`src/dlex_pkg.sv`:
```
// ----------------------------------------------------------------------------
// dlex_pkg: shared types and constants for the directive line lexer
// Byte classes, parse states, action table, keyword text and beat formats.
// ----------------------------------------------------------------------------
`default_nettype none

package dlex_pkg;

  // Default sizes of the word and argument stores
  localparam int KEYWORD_MAX_DEF   = 10;
  localparam int ARG_MATCH_MAX_DEF = 8;

  // Character codes the lexer cares about
  localparam logic [7:0] CH_NUL   = 8'h00;
  localparam logic [7:0] CH_TAB   = 8'h09;
  localparam logic [7:0] CH_LF    = 8'h0A;
  localparam logic [7:0] CH_CR    = 8'h0D;
  localparam logic [7:0] CH_SPACE = 8'h20;
  localparam logic [7:0] CH_BANG  = 8'h21;

  // Keyword text, first character at index 0
  localparam int KW_INCLUDE_LEN    = 7;
  localparam int KW_INCLUDEDIR_LEN = 10;
  localparam int KW_INCLUDED_LEN   = 9;
  localparam int KW_UNIQUE_LEN     = 6;
  localparam int KW_MULTIPLE_LEN   = 8;

  localparam logic [7:0] KW_INCLUDE [KW_INCLUDE_LEN] =
    '{"i", "n", "c", "l", "u", "d", "e"};
  localparam logic [7:0] KW_INCLUDEDIR [KW_INCLUDEDIR_LEN] =
    '{"i", "n", "c", "l", "u", "d", "e", "d", "i", "r"};
  localparam logic [7:0] KW_INCLUDED [KW_INCLUDED_LEN] =
    '{"i", "n", "c", "l", "u", "d", "e", "d", ":"};
  localparam logic [7:0] KW_UNIQUE [KW_UNIQUE_LEN] =
    '{"u", "n", "i", "q", "u", "e"};
  localparam logic [7:0] KW_MULTIPLE [KW_MULTIPLE_LEN] =
    '{"m", "u", "l", "t", "i", "p", "l", "e"};

  // Directive codes
  localparam logic [1:0] DIR_NONE       = 2'd0;
  localparam logic [1:0] DIR_INCLUDE    = 2'd1;
  localparam logic [1:0] DIR_INCLUDEDIR = 2'd2;
  localparam logic [1:0] DIR_INCLUDED   = 2'd3;

  // Mark codes for an included: argument
  localparam logic [1:0] MARK_NONE     = 2'd0;
  localparam logic [1:0] MARK_UNIQUE   = 2'd1;
  localparam logic [1:0] MARK_MULTIPLE = 2'd2;

  // Status codes
  localparam logic [2:0] STAT_RUN         = 3'd0;
  localparam logic [2:0] STAT_DONE        = 3'd1;
  localparam logic [2:0] STAT_ERR_BANG    = 3'd2;
  localparam logic [2:0] STAT_ERR_UNKNOWN = 3'd3;
  localparam logic [2:0] STAT_ERR_ARG     = 3'd4;
  localparam logic [2:0] STAT_ERR_EXTRA   = 3'd5;

  typedef enum logic [2:0] {
    CLS_END   = 3'd0,
    CLS_NL    = 3'd1,
    CLS_BANG  = 3'd2,
    CLS_BLANK = 3'd3,
    CLS_OTHER = 3'd4
  } dlex_class_t;

  // Parse states; DONE and above are final
  typedef enum logic [3:0] {
    ST_LINE_START  = 4'd0,
    ST_TEXT        = 4'd1,
    ST_BANG        = 4'd2,
    ST_COMMENT     = 4'd3,
    ST_PRE_WORD    = 4'd4,
    ST_WORD        = 4'd5,
    ST_PRE_ARG     = 4'd6,
    ST_ARG         = 4'd7,
    ST_DONE        = 4'd8,
    ST_ERR_BANG    = 4'd9,
    ST_ERR_UNKNOWN = 4'd11,
    ST_ERR_ARG     = 4'd12,
    ST_ERR_EXTRA   = 4'd13
  } dlex_state_t;

  typedef struct packed {
    logic        echo;
    logic        append;
    logic        word_end;
    logic        arg_end;
    dlex_state_t nxt;
  } dlex_act_t;

  // Store control from the parser to a word or argument store
  typedef struct packed {
    logic append;
    logic clear;
  } dlex_store_ctl_t;

  typedef struct packed {
    logic hit_unique;
    logic hit_multiple;
  } dlex_arg_hit_t;

  // Input beat
  typedef struct packed {
    logic [7:0] in_byte;
    logic       file_start;
  } dlex_in_t;

  // Result beat
  typedef struct packed {
    logic        echo_valid;
    logic [7:0]  out_byte;
    logic        arg_valid;
    logic [1:0]  directive;
    logic        arg_end;
    logic [1:0]  mark;
    logic [31:0] line_number;
    logic [2:0]  status;
  } dlex_out_t;

  function automatic dlex_class_t byte_class(input logic [7:0] b);
    dlex_class_t cls;
    if (b == CH_NUL) begin
      cls = CLS_END;
    end else if (b == CH_LF) begin
      cls = CLS_NL;
    end else if (b == CH_BANG) begin
      cls = CLS_BANG;
    end else if (b inside {CH_TAB, CH_CR, CH_SPACE}) begin
      cls = CLS_BLANK;
    end else begin
      cls = CLS_OTHER;
    end
    return cls;
  endfunction

  function automatic dlex_act_t mk_act(input logic echo, input logic append,
                                       input logic word_end, input logic arg_end,
                                       input dlex_state_t nxt);
    dlex_act_t a;
    a.echo     = echo;
    a.append   = append;
    a.word_end = word_end;
    a.arg_end  = arg_end;
    a.nxt      = nxt;
    return a;
  endfunction

  // Action table: what to do with a byte of a given class in a given state
  function automatic dlex_act_t step_action(input dlex_state_t st, input dlex_class_t cls);
    dlex_act_t a;
    a = mk_act(1'b0, 1'b0, 1'b0, 1'b0, ST_DONE);
    case (st)
      ST_LINE_START: begin
        case (cls)
          CLS_END:  a = mk_act(1'b0, 1'b0, 1'b0, 1'b0, ST_DONE);
          CLS_NL:   a = mk_act(1'b1, 1'b0, 1'b0, 1'b0, ST_LINE_START);
          CLS_BANG: a = mk_act(1'b0, 1'b0, 1'b0, 1'b0, ST_BANG);
          default:  a = mk_act(1'b1, 1'b0, 1'b0, 1'b0, ST_TEXT);
        endcase
      end
      ST_TEXT: begin
        case (cls)
          CLS_END: a = mk_act(1'b0, 1'b0, 1'b0, 1'b0, ST_DONE);
          CLS_NL:  a = mk_act(1'b1, 1'b0, 1'b0, 1'b0, ST_LINE_START);
          default: a = mk_act(1'b1, 1'b0, 1'b0, 1'b0, ST_TEXT);
        endcase
      end
      ST_BANG: begin
        case (cls)
          CLS_END:   a = mk_act(1'b0, 1'b0, 1'b0, 1'b0, ST_DONE);
          CLS_NL:    a = mk_act(1'b0, 1'b0, 1'b0, 1'b0, ST_LINE_START);
          CLS_BANG:  a = mk_act(1'b0, 1'b0, 1'b0, 1'b0, ST_COMMENT);
          CLS_BLANK: a = mk_act(1'b0, 1'b0, 1'b0, 1'b0, ST_PRE_WORD);
          default:   a = mk_act(1'b0, 1'b1, 1'b0, 1'b0, ST_WORD);
        endcase
      end
      ST_COMMENT: begin
        case (cls)
          CLS_END: a = mk_act(1'b0, 1'b0, 1'b0, 1'b0, ST_DONE);
          CLS_NL:  a = mk_act(1'b0, 1'b0, 1'b0, 1'b0, ST_LINE_START);
          default: a = mk_act(1'b0, 1'b0, 1'b0, 1'b0, ST_COMMENT);
        endcase
      end
      ST_PRE_WORD: begin
        case (cls)
          CLS_BLANK: a = mk_act(1'b0, 1'b0, 1'b0, 1'b0, ST_PRE_WORD);
          CLS_OTHER: a = mk_act(1'b0, 1'b1, 1'b0, 1'b0, ST_WORD);
          default:   a = mk_act(1'b0, 1'b0, 1'b0, 1'b0, ST_ERR_BANG);
        endcase
      end
      ST_WORD: begin
        case (cls)
          CLS_BLANK: a = mk_act(1'b0, 1'b0, 1'b1, 1'b0, ST_PRE_ARG);
          CLS_OTHER: a = mk_act(1'b0, 1'b1, 1'b0, 1'b0, ST_WORD);
          default:   a = mk_act(1'b0, 1'b0, 1'b0, 1'b0, ST_ERR_BANG);
        endcase
      end
      ST_PRE_ARG: begin
        case (cls)
          CLS_BANG:  a = mk_act(1'b0, 1'b0, 1'b0, 1'b0, ST_ARG);
          CLS_BLANK: a = mk_act(1'b0, 1'b0, 1'b0, 1'b0, ST_PRE_ARG);
          CLS_OTHER: a = mk_act(1'b0, 1'b1, 1'b0, 1'b0, ST_ARG);
          default:   a = mk_act(1'b0, 1'b0, 1'b0, 1'b0, ST_ERR_BANG);
        endcase
      end
      ST_ARG: begin
        case (cls)
          CLS_END: a = mk_act(1'b0, 1'b0, 1'b0, 1'b1, ST_DONE);
          CLS_NL:  a = mk_act(1'b0, 1'b0, 1'b0, 1'b1, ST_LINE_START);
          default: a = mk_act(1'b0, 1'b1, 1'b0, 1'b0, ST_ARG);
        endcase
      end
      default: a = mk_act(1'b0, 1'b0, 1'b0, 1'b0, st);
    endcase
    return a;
  endfunction

  function automatic logic [2:0] status_of(input dlex_state_t st);
    logic [2:0] s;
    case (st)
      ST_DONE:        s = STAT_DONE;
      ST_ERR_BANG:    s = STAT_ERR_BANG;
      ST_ERR_UNKNOWN: s = STAT_ERR_UNKNOWN;
      ST_ERR_ARG:     s = STAT_ERR_ARG;
      ST_ERR_EXTRA:   s = STAT_ERR_EXTRA;
      default:        s = STAT_RUN;
    endcase
    return s;
  endfunction

endpackage

`default_nettype wire

```
`src/dlex_word_unit.sv`:
```
// ----------------------------------------------------------------------------
// dlex_word_unit: directive word store and keyword match
// Collects the bytes of a bang-line word and matches it against the
// include, includedir and included: keywords.
// ----------------------------------------------------------------------------
`default_nettype none

module dlex_word_unit #(
  parameter int KEYWORD_MAX = dlex_pkg::KEYWORD_MAX_DEF
) (
  input  wire logic                      clk,
  input  wire logic                      rst,
  input  wire dlex_pkg::dlex_store_ctl_t ctl,
  input  wire logic [7:0]                data,
  output logic [1:0]                     kind
);

  localparam int LW = $clog2(KEYWORD_MAX + 2);
  localparam int IW = $clog2(KEYWORD_MAX);

  logic [7:0]    store [KEYWORD_MAX];
  logic [LW-1:0] length;
  logic          hit_inc;
  logic          hit_dir;
  logic          hit_ed;

  // Count word bytes, saturating one past the store depth
  always_ff @(posedge clk) begin
    if (rst) begin
      length <= '0;
    end else if (ctl.clear) begin
      length <= '0;
    end else if (ctl.append && (length <= LW'(KEYWORD_MAX))) begin
      length <= length + LW'(1);
    end
  end

  // Keep the first bytes of the word
  always_ff @(posedge clk) begin
    if (ctl.append && (length < LW'(KEYWORD_MAX))) begin
      store[length[IW-1:0]] <= data;
    end
  end

  // Compare the stored word with each keyword
  always_comb begin
    hit_inc = (length == LW'(dlex_pkg::KW_INCLUDE_LEN));
    for (int i = 0; i < dlex_pkg::KW_INCLUDE_LEN; i++) begin
      if (store[i] != dlex_pkg::KW_INCLUDE[i]) hit_inc = 1'b0;
    end
    hit_dir = (length == LW'(dlex_pkg::KW_INCLUDEDIR_LEN));
    for (int i = 0; i < dlex_pkg::KW_INCLUDEDIR_LEN; i++) begin
      if (store[i] != dlex_pkg::KW_INCLUDEDIR[i]) hit_dir = 1'b0;
    end
    hit_ed = (length == LW'(dlex_pkg::KW_INCLUDED_LEN));
    for (int i = 0; i < dlex_pkg::KW_INCLUDED_LEN; i++) begin
      if (store[i] != dlex_pkg::KW_INCLUDED[i]) hit_ed = 1'b0;
    end
  end

  always_comb begin
    if (hit_inc) begin
      kind = dlex_pkg::DIR_INCLUDE;
    end else if (hit_dir) begin
      kind = dlex_pkg::DIR_INCLUDEDIR;
    end else if (hit_ed) begin
      kind = dlex_pkg::DIR_INCLUDED;
    end else begin
      kind = dlex_pkg::DIR_NONE;
    end
  end

endmodule

`default_nettype wire

```
`src/dlex_arg_unit.sv`:
```
// ----------------------------------------------------------------------------
// dlex_arg_unit: directive argument store and mark match
// Collects argument bytes and checks them against unique and multiple.
// ----------------------------------------------------------------------------
`default_nettype none

module dlex_arg_unit #(
  parameter int ARG_MATCH_MAX = dlex_pkg::ARG_MATCH_MAX_DEF
) (
  input  wire logic                      clk,
  input  wire logic                      rst,
  input  wire dlex_pkg::dlex_store_ctl_t ctl,
  input  wire logic [7:0]                data,
  output dlex_pkg::dlex_arg_hit_t        hit
);

  localparam int LW = $clog2(ARG_MATCH_MAX + 2);
  localparam int IW = $clog2(ARG_MATCH_MAX);

  logic [7:0]    store [ARG_MATCH_MAX];
  logic [LW-1:0] length;

  // Count argument bytes, saturating one past the store depth
  always_ff @(posedge clk) begin
    if (rst) begin
      length <= '0;
    end else if (ctl.clear) begin
      length <= '0;
    end else if (ctl.append && (length <= LW'(ARG_MATCH_MAX))) begin
      length <= length + LW'(1);
    end
  end

  // Keep the first bytes of the argument
  always_ff @(posedge clk) begin
    if (ctl.append && (length < LW'(ARG_MATCH_MAX))) begin
      store[length[IW-1:0]] <= data;
    end
  end

  // Compare the stored argument with both marks
  always_comb begin
    hit.hit_unique = (length == LW'(dlex_pkg::KW_UNIQUE_LEN));
    for (int i = 0; i < dlex_pkg::KW_UNIQUE_LEN; i++) begin
      if (store[i] != dlex_pkg::KW_UNIQUE[i]) hit.hit_unique = 1'b0;
    end
    hit.hit_multiple = (length == LW'(dlex_pkg::KW_MULTIPLE_LEN));
    for (int i = 0; i < dlex_pkg::KW_MULTIPLE_LEN; i++) begin
      if (store[i] != dlex_pkg::KW_MULTIPLE[i]) hit.hit_multiple = 1'b0;
    end
  end

endmodule

`default_nettype wire

```
`src/dlex_ctrl.sv`:
```
// ----------------------------------------------------------------------------
// dlex_ctrl: parser state machine and line counter
// Steps the action table for one byte, drives the word and argument stores
// and builds the result beat.
// ----------------------------------------------------------------------------
`default_nettype none

module dlex_ctrl (
  input  wire logic                      clk,
  input  wire logic                      rst,
  input  wire logic                      fire,
  input  wire dlex_pkg::dlex_in_t        item,
  input  wire logic [1:0]                word_kind,
  input  wire dlex_pkg::dlex_arg_hit_t   arg_hit,
  output dlex_pkg::dlex_store_ctl_t      word_ctl,
  output dlex_pkg::dlex_store_ctl_t      arg_ctl,
  output dlex_pkg::dlex_out_t            res
);

  dlex_pkg::dlex_state_t parse_state;
  dlex_pkg::dlex_state_t parse_state_next;
  logic [31:0]           line_count;
  logic [31:0]           line_count_next;
  logic [1:0]            directive_kind;
  logic [1:0]            directive_kind_next;
  logic                  included_seen;
  logic                  included_seen_next;

  dlex_pkg::dlex_state_t st_eff;
  dlex_pkg::dlex_state_t nxt;
  logic [31:0]           line_eff;
  logic [1:0]            kind_eff;
  logic                  seen_eff;
  dlex_pkg::dlex_act_t   act;

  // Hold parser state; advance on each processed beat
  always_ff @(posedge clk) begin
    if (rst) begin
      parse_state    <= dlex_pkg::ST_LINE_START;
      line_count     <= 32'd1;
      directive_kind <= dlex_pkg::DIR_NONE;
      included_seen  <= 1'b0;
    end else if (fire) begin
      parse_state    <= parse_state_next;
      line_count     <= line_count_next;
      directive_kind <= directive_kind_next;
      included_seen  <= included_seen_next;
    end
  end

  // Step the table for the current byte
  always_comb begin
    // file_start restarts the parser ahead of this byte
    st_eff   = item.file_start ? dlex_pkg::ST_LINE_START : parse_state;
    line_eff = item.file_start ? 32'd1 : line_count;
    kind_eff = item.file_start ? dlex_pkg::DIR_NONE : directive_kind;
    seen_eff = item.file_start ? 1'b0 : included_seen;
    act      = dlex_pkg::step_action(st_eff, dlex_pkg::byte_class(item.in_byte));
    nxt      = act.nxt;

    parse_state_next    = st_eff;
    line_count_next     = line_eff;
    directive_kind_next = kind_eff;
    included_seen_next  = seen_eff;

    word_ctl.append = 1'b0;
    word_ctl.clear  = fire & item.file_start;
    arg_ctl.append  = 1'b0;
    arg_ctl.clear   = fire & item.file_start;

    res             = '0;
    res.out_byte    = item.in_byte;
    res.line_number = line_eff;

    if (st_eff >= dlex_pkg::ST_DONE) begin
      // Final state: hold and report status
      res.status = dlex_pkg::status_of(st_eff);
    end else begin
      res.echo_valid = act.echo;

      if (act.append) begin
        if (act.nxt == dlex_pkg::ST_WORD) begin
          word_ctl.append = fire;
        end else begin
          arg_ctl.append = fire;
          res.arg_valid  = 1'b1;
          res.directive  = kind_eff;
        end
      end else if (act.nxt == dlex_pkg::ST_ARG) begin
        res.directive = kind_eff;
      end

      // Resolve the directive word
      if (act.word_end) begin
        directive_kind_next = word_kind;
        res.directive       = word_kind;
        word_ctl.clear      = fire;
        if (word_kind == dlex_pkg::DIR_NONE) nxt = dlex_pkg::ST_ERR_UNKNOWN;
      end

      // Close the argument; check the included: mark
      if (act.arg_end) begin
        res.directive = kind_eff;
        arg_ctl.clear = fire;
        if (kind_eff == dlex_pkg::DIR_INCLUDED) begin
          if (seen_eff) begin
            nxt = dlex_pkg::ST_ERR_EXTRA;
          end else if (arg_hit.hit_unique) begin
            res.mark           = dlex_pkg::MARK_UNIQUE;
            included_seen_next = 1'b1;
          end else if (arg_hit.hit_multiple) begin
            res.mark           = dlex_pkg::MARK_MULTIPLE;
            included_seen_next = 1'b1;
          end else begin
            nxt = dlex_pkg::ST_ERR_ARG;
          end
        end
        if (nxt <= dlex_pkg::ST_DONE) res.arg_end = 1'b1;
      end

      res.status = dlex_pkg::status_of(nxt);

      // Advance the line count on a newline that raises no error
      if ((item.in_byte == dlex_pkg::CH_LF) && (nxt <= dlex_pkg::ST_DONE) &&
          (line_eff != '1)) begin
        line_count_next = line_eff + 32'd1;
      end

      parse_state_next = nxt;
    end
  end

endmodule

`default_nettype wire

```
`src/directive_line_lexer_top.sv`:
```
// An accepted byte passes the input register, then the result register.
// One byte per cycle unless result stalls; parser state is a one-register loop.
// The input register takes a new byte while a result waits, but only if empty.
// Reset clears the parser state, line count (to 1), store lengths and valids;
// the word and argument stores are not cleared.
// ----------------------------------------------------------------------------
// directive_line_lexer_top: byte-at-a-time directive line lexer
// Input register, parser with word/argument matchers, result register.
// ----------------------------------------------------------------------------
`default_nettype none

module directive_line_lexer_top #(
  parameter int KEYWORD_MAX   = dlex_pkg::KEYWORD_MAX_DEF,
  parameter int ARG_MATCH_MAX = dlex_pkg::ARG_MATCH_MAX_DEF
) (
  input  wire logic                clk,
  input  wire logic                rst,
  input  wire logic                item_valid,
  output logic                     item_stall,
  input  wire dlex_pkg::dlex_in_t  item,
  output logic                     result_valid,
  input  wire logic                result_stall,
  output dlex_pkg::dlex_out_t      result
);

  dlex_pkg::dlex_in_t        item_q;
  logic                      item_q_valid;
  logic                      advance;
  logic                      fire;
  logic [1:0]                word_kind;
  dlex_pkg::dlex_arg_hit_t   arg_hit;
  dlex_pkg::dlex_store_ctl_t word_ctl;
  dlex_pkg::dlex_store_ctl_t arg_ctl;
  dlex_pkg::dlex_out_t       res;

  // Result register frees up when empty or being taken
  assign advance    = ~result_valid | ~result_stall;
  assign fire       = item_q_valid & advance;
  assign item_stall = item_q_valid & ~advance;

  // Input register
  always_ff @(posedge clk) begin
    if (rst) begin
      item_q_valid <= 1'b0;
    end else if (item_valid && !item_stall) begin
      item_q_valid <= 1'b1;
    end else if (fire) begin
      item_q_valid <= 1'b0;
    end
  end

  always_ff @(posedge clk) begin
    if (item_valid && !item_stall) begin
      item_q <= item;
    end
  end

  // Result register
  always_ff @(posedge clk) begin
    if (rst) begin
      result_valid <= 1'b0;
    end else if (fire) begin
      result_valid <= 1'b1;
    end else if (!result_stall) begin
      result_valid <= 1'b0;
    end
  end

  always_ff @(posedge clk) begin
    if (fire) begin
      result <= res;
    end
  end

  dlex_ctrl u_ctrl (
    .clk       (clk),
    .rst       (rst),
    .fire      (fire),
    .item      (item_q),
    .word_kind (word_kind),
    .arg_hit   (arg_hit),
    .word_ctl  (word_ctl),
    .arg_ctl   (arg_ctl),
    .res       (res)
  );

  dlex_word_unit #(
    .KEYWORD_MAX (KEYWORD_MAX)
  ) u_word (
    .clk  (clk),
    .rst  (rst),
    .ctl  (word_ctl),
    .data (item_q.in_byte),
    .kind (word_kind)
  );

  dlex_arg_unit #(
    .ARG_MATCH_MAX (ARG_MATCH_MAX)
  ) u_arg (
    .clk  (clk),
    .rst  (rst),
    .ctl  (arg_ctl),
    .data (item_q.in_byte),
    .hit  (arg_hit)
  );

endmodule

`default_nettype wire
```
`config.mk`:
```
export PLATFORM = sky130hd
export DESIGN_NAME = directive_line_lexer_top
export DESIGN_NICKNAME = d
export VERILOG_FILES = /design/src/dlex_pkg.sv /design/src/dlex_word_unit.sv /design/src/dlex_arg_unit.sv /design/src/dlex_ctrl.sv /design/src/directive_line_lexer_top.sv
export SDC_FILE = /design/constraint.sdc
export NUM_CORES = 1
export LEC_CHECK = 0
export ABC_AREA = 1
export BUFFER_PORTS_ARGS = -buffer_cell sky130_fd_sc_hd__buf_2
export CORE_ASPECT_RATIO = 0.9
export CORE_MARGIN = 2
export CORE_UTILIZATION = 60
export DETAILED_ROUTE_END_ITERATION = 6
export PLACE_DENSITY_LB_ADDON = 0.15
export RECOVER_POWER = 50
export SLEW_MARGIN = 20
export SYNTH_ARGS = -nofsm -noshare
export SYNTH_HDL_FRONTEND = slang
export SYNTH_SLANG_ARGS = --single-unit
export TNS_END_PERCENT = 100
```
`constraint.sdc`:
```
create_clock -name clk -period 5.2 [get_ports clk]
set_input_delay 1.56 -clock clk [delete_from_list [all_inputs] [get_ports clk]]
set_output_delay 1.56 -clock clk [all_outputs]
set_load 0.01 [all_outputs]
```
# Yosys cells after proc, flatten, opt, wreduce, memory -nomap -nowiden

Memory sizes are Yosys's and may differ from the RTL's.
Cells that the tools add are included.

Word-level logic and storage cells: 232
Memories: 2
Flip-flop bits (word level): 108
Input port bits: 13
RAM bits: 144

Memories:

| name         | words | width | read ports | clocked after Yosys merged registers in | write ports | RTL line             | RTL |
|---|---|---|---|---|---|---|---|
| u_word.store | 10    | 8     | 10         | 0                                       | 1           | dlex_word_unit.sv:21 | `logic [7:0] store [KEYWORD_MAX];` |
| u_arg.store  | 8     | 8     | 8          | 0                                       | 1           | dlex_arg_unit.sv:20  | `logic [7:0] store [ARG_MATCH_MAX];` |

Bitwise operators: 10
Reduce and logical (&&, ||, !) cells: 20
Add/sub/neg operators: 3
Equal/unequal tests: 61
Magnitude comparators: 7
Multiplexer cells: 110

Operators with widths:

| operator                | number |
|---|---|
| $ne A8 B7 Y1 const B    | 24 |
| $mux W32                | 3 |
| $pmux W8 S8             | 1 |
| $mux W1                 | 62 |
| $eq A4 B4 Y1 const B    | 13 |
| $mux W4                 | 12 |
| $pmux W7 S2             | 3 |
| $add A32 B1 Y32 const B | 1 |
| $eq A4 B3 Y1 const B    | 8 |
| $ne A32 B32 Y1 const B  | 1 |
| $mux W2                 | 15 |
| $pmux W3 S5             | 2 |
| $pmux W7 S4             | 1 |
| $eq A8 B4 Y1 const B    | 3 |
| $pmux W8 S3             | 1 |
| $pmux W7 S3             | 1 |
| $mux W3                 | 6 |
| $eq A8 B6 Y1 const B    | 2 |
| $le A4 B4 Y1 const B    | 4 |
| $pmux W8 S2             | 1 |
| $add A4 B1 Y4 const B   | 2 |
| $eq A4 B2 Y1 const B    | 2 |
| $logic_not A8 Y1        | 1 |
| $lt A4 B4 Y1 const B    | 2 |
| 23 further kinds        | 40 |

# Logic depth before layout (Yosys ltp)

An unclocked memory read counts as a cell.

Depth after elaboration: 30
Mapped depth: 22
Depth with buffers taken out: 22

# Hierarchy

From an unflattened synthesis, not the netlist that was laid out.

Cells, all modules: 1087
Area, all modules: 11010.6 µm²

By module, submodules not included:

| module                   | cells each | area an instance (µm²) | sequential area each (µm²) | instances |
|---|---|---|---|---|
| dlex_word_unit           | 269        | 3296.9                 | 2482.4                     | 1 |
| dlex_ctrl                | 533        | 3229.3                 | 780.7                      | 1 |
| dlex_arg_unit            | 214        | 2621.3                 | 2001.9                     | 1 |
| directive_line_lexer_top | 71         | 1863.0                 | 1811.7                     | 1 |

# Worst setup path after synthesis

No wires, ideal clock.

Kind: in2reg
Start: input port result_stall
End: memory u_word.store[8][0], enable pin
Setup time: 0.383 ns
Path slack: 1.023 ns
Buffers on the path: 0
Cell stages on the path: 7
Data arrival time: 3.794 ns
Cell sequence: nand2_1 -> inv_2 -> nor2_4 -> nand3_1 -> nor2_1 -> clkinv_1 -> nor3_1

Word-level cells in the longest chain between the ends: 9

RTL lines:

| element                       | RTL line                       | RTL |
|---|---|---|
| from (decl)                   | directive_line_lexer_top.sv:22 | `input wire logic result_stall,` |
| $not A1 Y1                    | directive_line_lexer_top.sv:37 | `assign advance = ~result_valid \| ~result_stall;` |
| $or A1 B1 Y1                  | directive_line_lexer_top.sv:37 |  |
| $and A1 B1 Y1                 | directive_line_lexer_top.sv:38 | `assign fire = item_q_valid & advance;` |
| named net fire                | directive_line_lexer_top.sv:29 | `logic fire;` |
| $mux W1                       | dlex_ctrl.sv:82                | `if (act.nxt == dlex_pkg::ST_WORD) begin` |
| $mux W1                       | dlex_ctrl.sv:81                | `if (act.append) begin` |
| $mux W2                       | dlex_ctrl.sv:75                | `if (st_eff >= dlex_pkg::ST_DONE) begin` |
| $logic_and A1 B1 Y1           | dlex_word_unit.sv:40           | `if (ctl.append && (length < LW'(KEYWORD_MAX))) begin` |
| $mux W1                       | dlex_word_unit.sv:40           |  |
| $mux W1 (not written as such) | dlex_word_unit.sv:41           | `store[length[IW-1:0]] <= data;` |
| to (decl)                     | dlex_word_unit.sv:21           |  |

The timed path passes the listed nets, and every way through them passes these cells.

# Worst setup path in the final report

Start: input port result_stall
End: memory u_arg.store[2][2], enable pin

Word-level cells in the longest chain between the ends: 9

RTL lines:

| element                       | RTL line                       | RTL |
|---|---|---|
| $not A1 Y1                    | directive_line_lexer_top.sv:37 |  |
| $or A1 B1 Y1                  | directive_line_lexer_top.sv:37 |  |
| $and A1 B1 Y1                 | directive_line_lexer_top.sv:38 |  |
| named net fire                | directive_line_lexer_top.sv:29 |  |
| $mux W1                       | dlex_ctrl.sv:82                |  |
| $mux W1                       | dlex_ctrl.sv:81                |  |
| $mux W2                       | dlex_ctrl.sv:75                |  |
| $logic_and A1 B1 Y1           | dlex_arg_unit.sv:36            | `if (ctl.append && (length < LW'(ARG_MATCH_MAX))) begin` |
| $mux W1                       | dlex_arg_unit.sv:36            |  |
| $mux W1 (not written as such) | dlex_arg_unit.sv:37            | `store[length[IW-1:0]] <= data;` |
| to (decl)                     | dlex_arg_unit.sv:20            |  |

The timed path passes the listed nets, and every way through them passes these cells.

==> impl_results.html <==
<table>
<tr><th>Metric</th><th>Value</th></tr>
<tr><th colspan="2">Clocking</th></tr>
<tr><td>Buffer type at the clock tree root</td><td>sky130_fd_sc_hd__clkbuf_16</td></tr>
<tr><td>Number of buffers inserted during clock tree synthesis</td><td>25</td></tr>
<tr><td>CTS sink count</td><td>252</td></tr>
<tr><td>Total number of H-tree levels</td><td>1</td></tr>
<tr><td>Count of instances resized after the clock tree is built</td><td>0</td></tr>
<tr><td>Clock latency at the later pin of the worst-skew pair</td><td>0.51 ns</td></tr>
<tr><td>Clock tree from TritonCTS</td><td>built</td></tr>
<tr><td>Clock transition at path regs</td><td>0.06 ns</td></tr>
<tr><td>Number of post-CTS setup repair buffers</td><td>0</td></tr>
<tr><td>Number of buffers on the longest clock path</td><td>3</td></tr>
<tr><td>CTS hold repair buffers</td><td>0</td></tr>
<tr><th colspan="2">Global routing</th></tr>
<tr><td>Overall routing resource usage</td><td>0.2394</td></tr>
<tr><td>Initial antenna violation count</td><td>0</td></tr>
<tr><td>Final global-route overflow total</td><td>0</td></tr>
<tr><td>Wire length of the first global-routing pass</td><td>37.40 mm</td></tr>
<tr><td>Largest net degree at the start of global routing</td><td>33</td></tr>
<tr><td>Number of global-route vias before repair</td><td>7251</td></tr>
<tr><th colspan="2">Detailed routing</th></tr>
<tr><td>Final wirelength</td><td>23.26 mm</td></tr>
<tr><td>Detailed-route wire length per cell</td><td>16.34 um</td></tr>
<tr><td>Number of iterations in the first detailed-routing pass</td><td>5</td></tr>
<tr><td>Remaining antenna violation count after routing</td><td>0</td></tr>
<tr><td>Total DRC errors in the routed layout</td><td>0</td></tr>
<tr><td>Number of vias per cell</td><td>5.486</td></tr>
<tr><td>Vias</td><td>7806</td></tr>
<tr><td>1st-iter DRT viols</td><td>693</td></tr>
<tr><th colspan="2">Synthesis</th></tr>
<tr><td>Library cell occupying the most area in the post-synthesis netlist</td><td>sky130_fd_sc_hd__edfxtp_1</td></tr>
<tr><td>Compound-gate portion of the synthesized area</td><td>0.03979</td></tr>
<tr><td>Share of synthesized cell area in and, or, nand and nor gates</td><td>0.2386</td></tr>
<tr><td>Commonest register cell after synthesis</td><td>sky130_fd_sc_hd__edfxtp_1</td></tr>
<tr><td>Top cell type's share of synthesized area</td><td>0.5539</td></tr>
<tr><td>Avg Inst Size Synth</td><td>10.32 um^2</td></tr>
<tr><td>Count of flip-flops with a built-in enable after synthesis</td><td>203</td></tr>
<tr><td>Synthesis Warnings</td><td>0</td></tr>
<tr><td>Portion of netlist area occupied by mux cells</td><td>0</td></tr>
<tr><td>Mapped cell area</td><td>11010 um^2</td></tr>
<tr><td>Adder-cell share of the synthesized area</td><td>0.009095</td></tr>
<tr><td>Proportion of register bits with asynchronous set or reset after synthesis</td><td>0</td></tr>
<tr><td>Synthesized instance count</td><td>1066</td></tr>
<tr><td>Yosys reg bits</td><td>252</td></tr>
<tr><td>Area contributors post-synth</td><td>sky130_fd_sc_hd__edfxtp_1 (55%), sky130_fd_sc_hd__dfxtp_1 (8.9%), sky130_fd_sc_hd__nand2_1 (5.8%)</td></tr>
<tr><td>Net count after synthesis</td><td>1087</td></tr>
<tr><td>Distinct cells, synth</td><td>48</td></tr>
<tr><td>Combinational family with the most area after synthesis</td><td>simple AND/OR/NAND/NOR gates</td></tr>
<tr><td>Fraction of synthesized cell area in xor and xnor cells</td><td>0.003183</td></tr>
<tr><td>Proportion of synthesized chip area in sequential cells</td><td>0.6430</td></tr>
<tr><th colspan="2">STA</th></tr>
<tr><td>Final min period</td><td>4.292 ns</td></tr>
<tr><td>Count of final setup violators</td><td>0</td></tr>
<tr><td>Share of the clock period used by the worst path after layout</td><td>0.8254</td></tr>
<tr><td>Max Transition Viols Final</td><td>0</td></tr>
<tr><td>Transition time at the pin with the least slew margin</td><td>1.454 ns</td></tr>
<tr><td>Final Hold Viols</td><td>0</td></tr>
<tr><td>Final Skew</td><td>0.009408 ns</td></tr>
<tr><td>Sum Neg Setup Slack</td><td>0 ns</td></tr>
<tr><td>Setup repair after global routing missed its margin</td><td>no</td></tr>
<tr><td>Fmax</td><td>233.0 MHz</td></tr>
<tr><td>Tightest slew margin relative to the limit</td><td>0.03057</td></tr>
<tr><th colspan="2">Setup path</th></tr>
<tr><td>Maximum net fanout on the critical path</td><td>23</td></tr>
<tr><td>CP arrival</td><td>4.42 ns</td></tr>
<tr><td>Critical path type</td><td>input port to flop</td></tr>
<tr><td>Startpoint type of the worst setup path</td><td>input port</td></tr>
<tr><td>Critical Path Sink Type</td><td>flop</td></tr>
<tr><td>Data required, critical path</td><td>5.33 ns</td></tr>
<tr><th colspan="2">Placed design</th></tr>
<tr><td>Number of buffers inserted by port buffering</td><td>64</td></tr>
<tr><td>Post-Place Cells</td><td>1380</td></tr>
<tr><td>HPWL Detailed</td><td>15.84 mm</td></tr>
<tr><td>GPL Wtd Cong</td><td>0.9226</td></tr>
<tr><th colspan="2">Job</th></tr>
<tr><td>Number of max-capacitance violations reported</td><td>0</td></tr>
<tr><th colspan="2">Final layout</th></tr>
<tr><td>Commonest non-fill, non-tap cell in the layout</td><td>sky130_fd_sc_hd__edfxtp_1</td></tr>
<tr><td>Synthesis-to-finish area growth</td><td>13.22%</td></tr>
<tr><td>Total area of sequential cells</td><td>7077 um^2</td></tr>
<tr><td>Fraction of final layout cells sized beyond drive strength 1</td><td>0.1445</td></tr>
<tr><td>Final-layout fill cell count</td><td>1332</td></tr>
<tr><td>Final standard cell count with taps included and fillers excluded</td><td>1423</td></tr>
<tr><td>Most frequent cells in the layout</td><td>sky130_fd_sc_hd__edfxtp_1 (203), sky130_fd_sc_hd__nand2_1 (171), sky130_fd_sc_hd__inv_1 (156)</td></tr>
<tr><td>Final #Nets</td><td>1188</td></tr>
<tr><td>Ant. Diodes</td><td>0</td></tr>
<tr><td>Multi-input combinational cell area</td><td>3194 um^2</td></tr>
<tr><th colspan="2">Floorplanning</th></tr>
<tr><td>Initial core utilization</td><td>0.6188</td></tr>
<tr><td>Placeable Area</td><td>17780 um^2</td></tr>
<tr><td>Total I/O pin count</td><td>65</td></tr>
<tr><td>Die X-Extent</td><td>146.8 um</td></tr>
<tr><td>Chip Height</td><td>132.5 um</td></tr>
<tr><td>Area of the die</td><td>19440 um^2</td></tr>
<tr><td># rows</td><td>46</td></tr>
<tr><th colspan="2">Worst hold path</th></tr>
<tr><td>Hold Crit Class</td><td>flop to flop</td></tr>
<tr><th colspan="2">Run status</th></tr>
<tr><td>Status</td><td>complete, no violations</td></tr>
<tr><th colspan="2">Power and ir drop</th></tr>
<tr><td>Leakage Power</td><td>0.004568 uW</td></tr>
<tr><td>Total power density per cell area</td><td>325.8 nW/um^2</td></tr>
<tr><td>Worst voltage drop across the vdd grid</td><td>0.3140 mV</td></tr>
</table>
## where the power goes
group | switching (uW) | internal, uW
Clock | 718 | 1020
Sequential | 12.1 | 2200
Combinational | 86.1 | 23.3
## cells by family after synthesis
group                      Yosys count
AOI/OAI and AO/OA                   74
xor gates and xnor gates             4
adders and majority gates            8
buffers and inverters              186
DFF                                252
and+or+nand+nor                    542
## path summary, 6_finish.rpt
path,slack [ns],cells past startpoint,from,end
min,0.48,2,u_ctrl.parse_state[2]$_SDFFE_PP0P_,u_ctrl.parse_state[2]$_SDFFE_PP0P_
max reg2reg,0.91,15,item_q[1]$_DFFE_PP_,u_word.store[9][5]$_DFFE_PP_
max,0.91,9,result_stall,u_arg.store[2][2]$_DFFE_PP_
min reg2reg,0.48,2,u_ctrl.parse_state[2]$_SDFFE_PP0P_,u_ctrl.parse_state[2]$_SDFFE_PP0P_
## cells in the mapped netlist (all sizes together) (2+ instances only)
cell type,count
a211oi,2
a21boi,2
a21oi,28
a22oi,4
and3,3
buf,6
clkbuf,8
clkinv,2
dfxtp,49
edfxtp,203
ha,8
inv,170
nand2,181
nand3,56
nand3b,4
nand4,38
nor2,173
nor3,60
nor3b,9
nor4,16
o211ai,3
o21ai,29
o22ai,2
xnor2,4
## flip-flops by register name (all words and copies together) (netlist names)
name	flops
item_q	9
item_q_valid	1
result	50
result_valid	1
u_arg.length	4
u_arg.store	64
u_ctrl.directive_kind	2
u_ctrl.included_seen	1
u_ctrl.line_count	32
u_ctrl.parse_state	4
u_word.length	4
u_word.store	80
## per-layer routing
| metal | global-route usage | routed length (um) | vias to the layer above |
|---|---|---|---|
| met5 | 0 | 0 | - |
| met4 | 0.05663 | 503 | 0 |
| met3 | 0.04276 | 1743 | 43 |
| met2 | 0.3691 | 10260 | 302 |
| met1 | 0.3593 | 10750 | 3653 |
| li1 | - | - | 3808 |
## per-stage QoR
| stage | util | total power [uW] | area (um^2) | worst slack [ns] | hold slack [ns] |
|---|---|---|---|---|---|
| after CTS | 0.7033 | 4089 | 12510 | 1.235 | 0.4822 |
| after global placement | 0.6594 | 2363 | 11730 | 1.132 | 0.4651 |
| after floorplan | - | 2311 | 11010 | 1.023 | 0.4454 |
| final | 0.7006 | 4059 | 12460 | 0.9077 | 0.4835 |
| after detailed placement | 0.6594 | 2365 | 11730 | 1.049 | 0.4730 |
| after global routing | 0.7006 | 4165 | 12460 | 0.4719 | 0.4935 |
## critical path: stages
cell	delay, ns
sky130_fd_sc_hd__buf_2	0.09
sky130_fd_sc_hd__nand2_1	0.10
sky130_fd_sc_hd__inv_1	0.08
sky130_fd_sc_hd__nor2_4	0.35
sky130_fd_sc_hd__clkbuf_1	0.92
sky130_fd_sc_hd__nand2_1	0.21
sky130_fd_sc_hd__nor2_1	0.18
sky130_fd_sc_hd__nand2_1	0.13
sky130_fd_sc_hd__nor3_1	0.79
## area by class of cell
cell class | count | share of cell area
multi-input cells | 628 | 0.2564
repair buffers | 88 | 0.03675
clock inverters | 14 | 0.01125
inverters | 172 | 0.05221
clock buffers | 29 | 0.05141
flip-flops and latches | 252 | 0.5679
well taps | 240 | 0.02410
No activity file was read; power rests on OpenSTA's default activity.
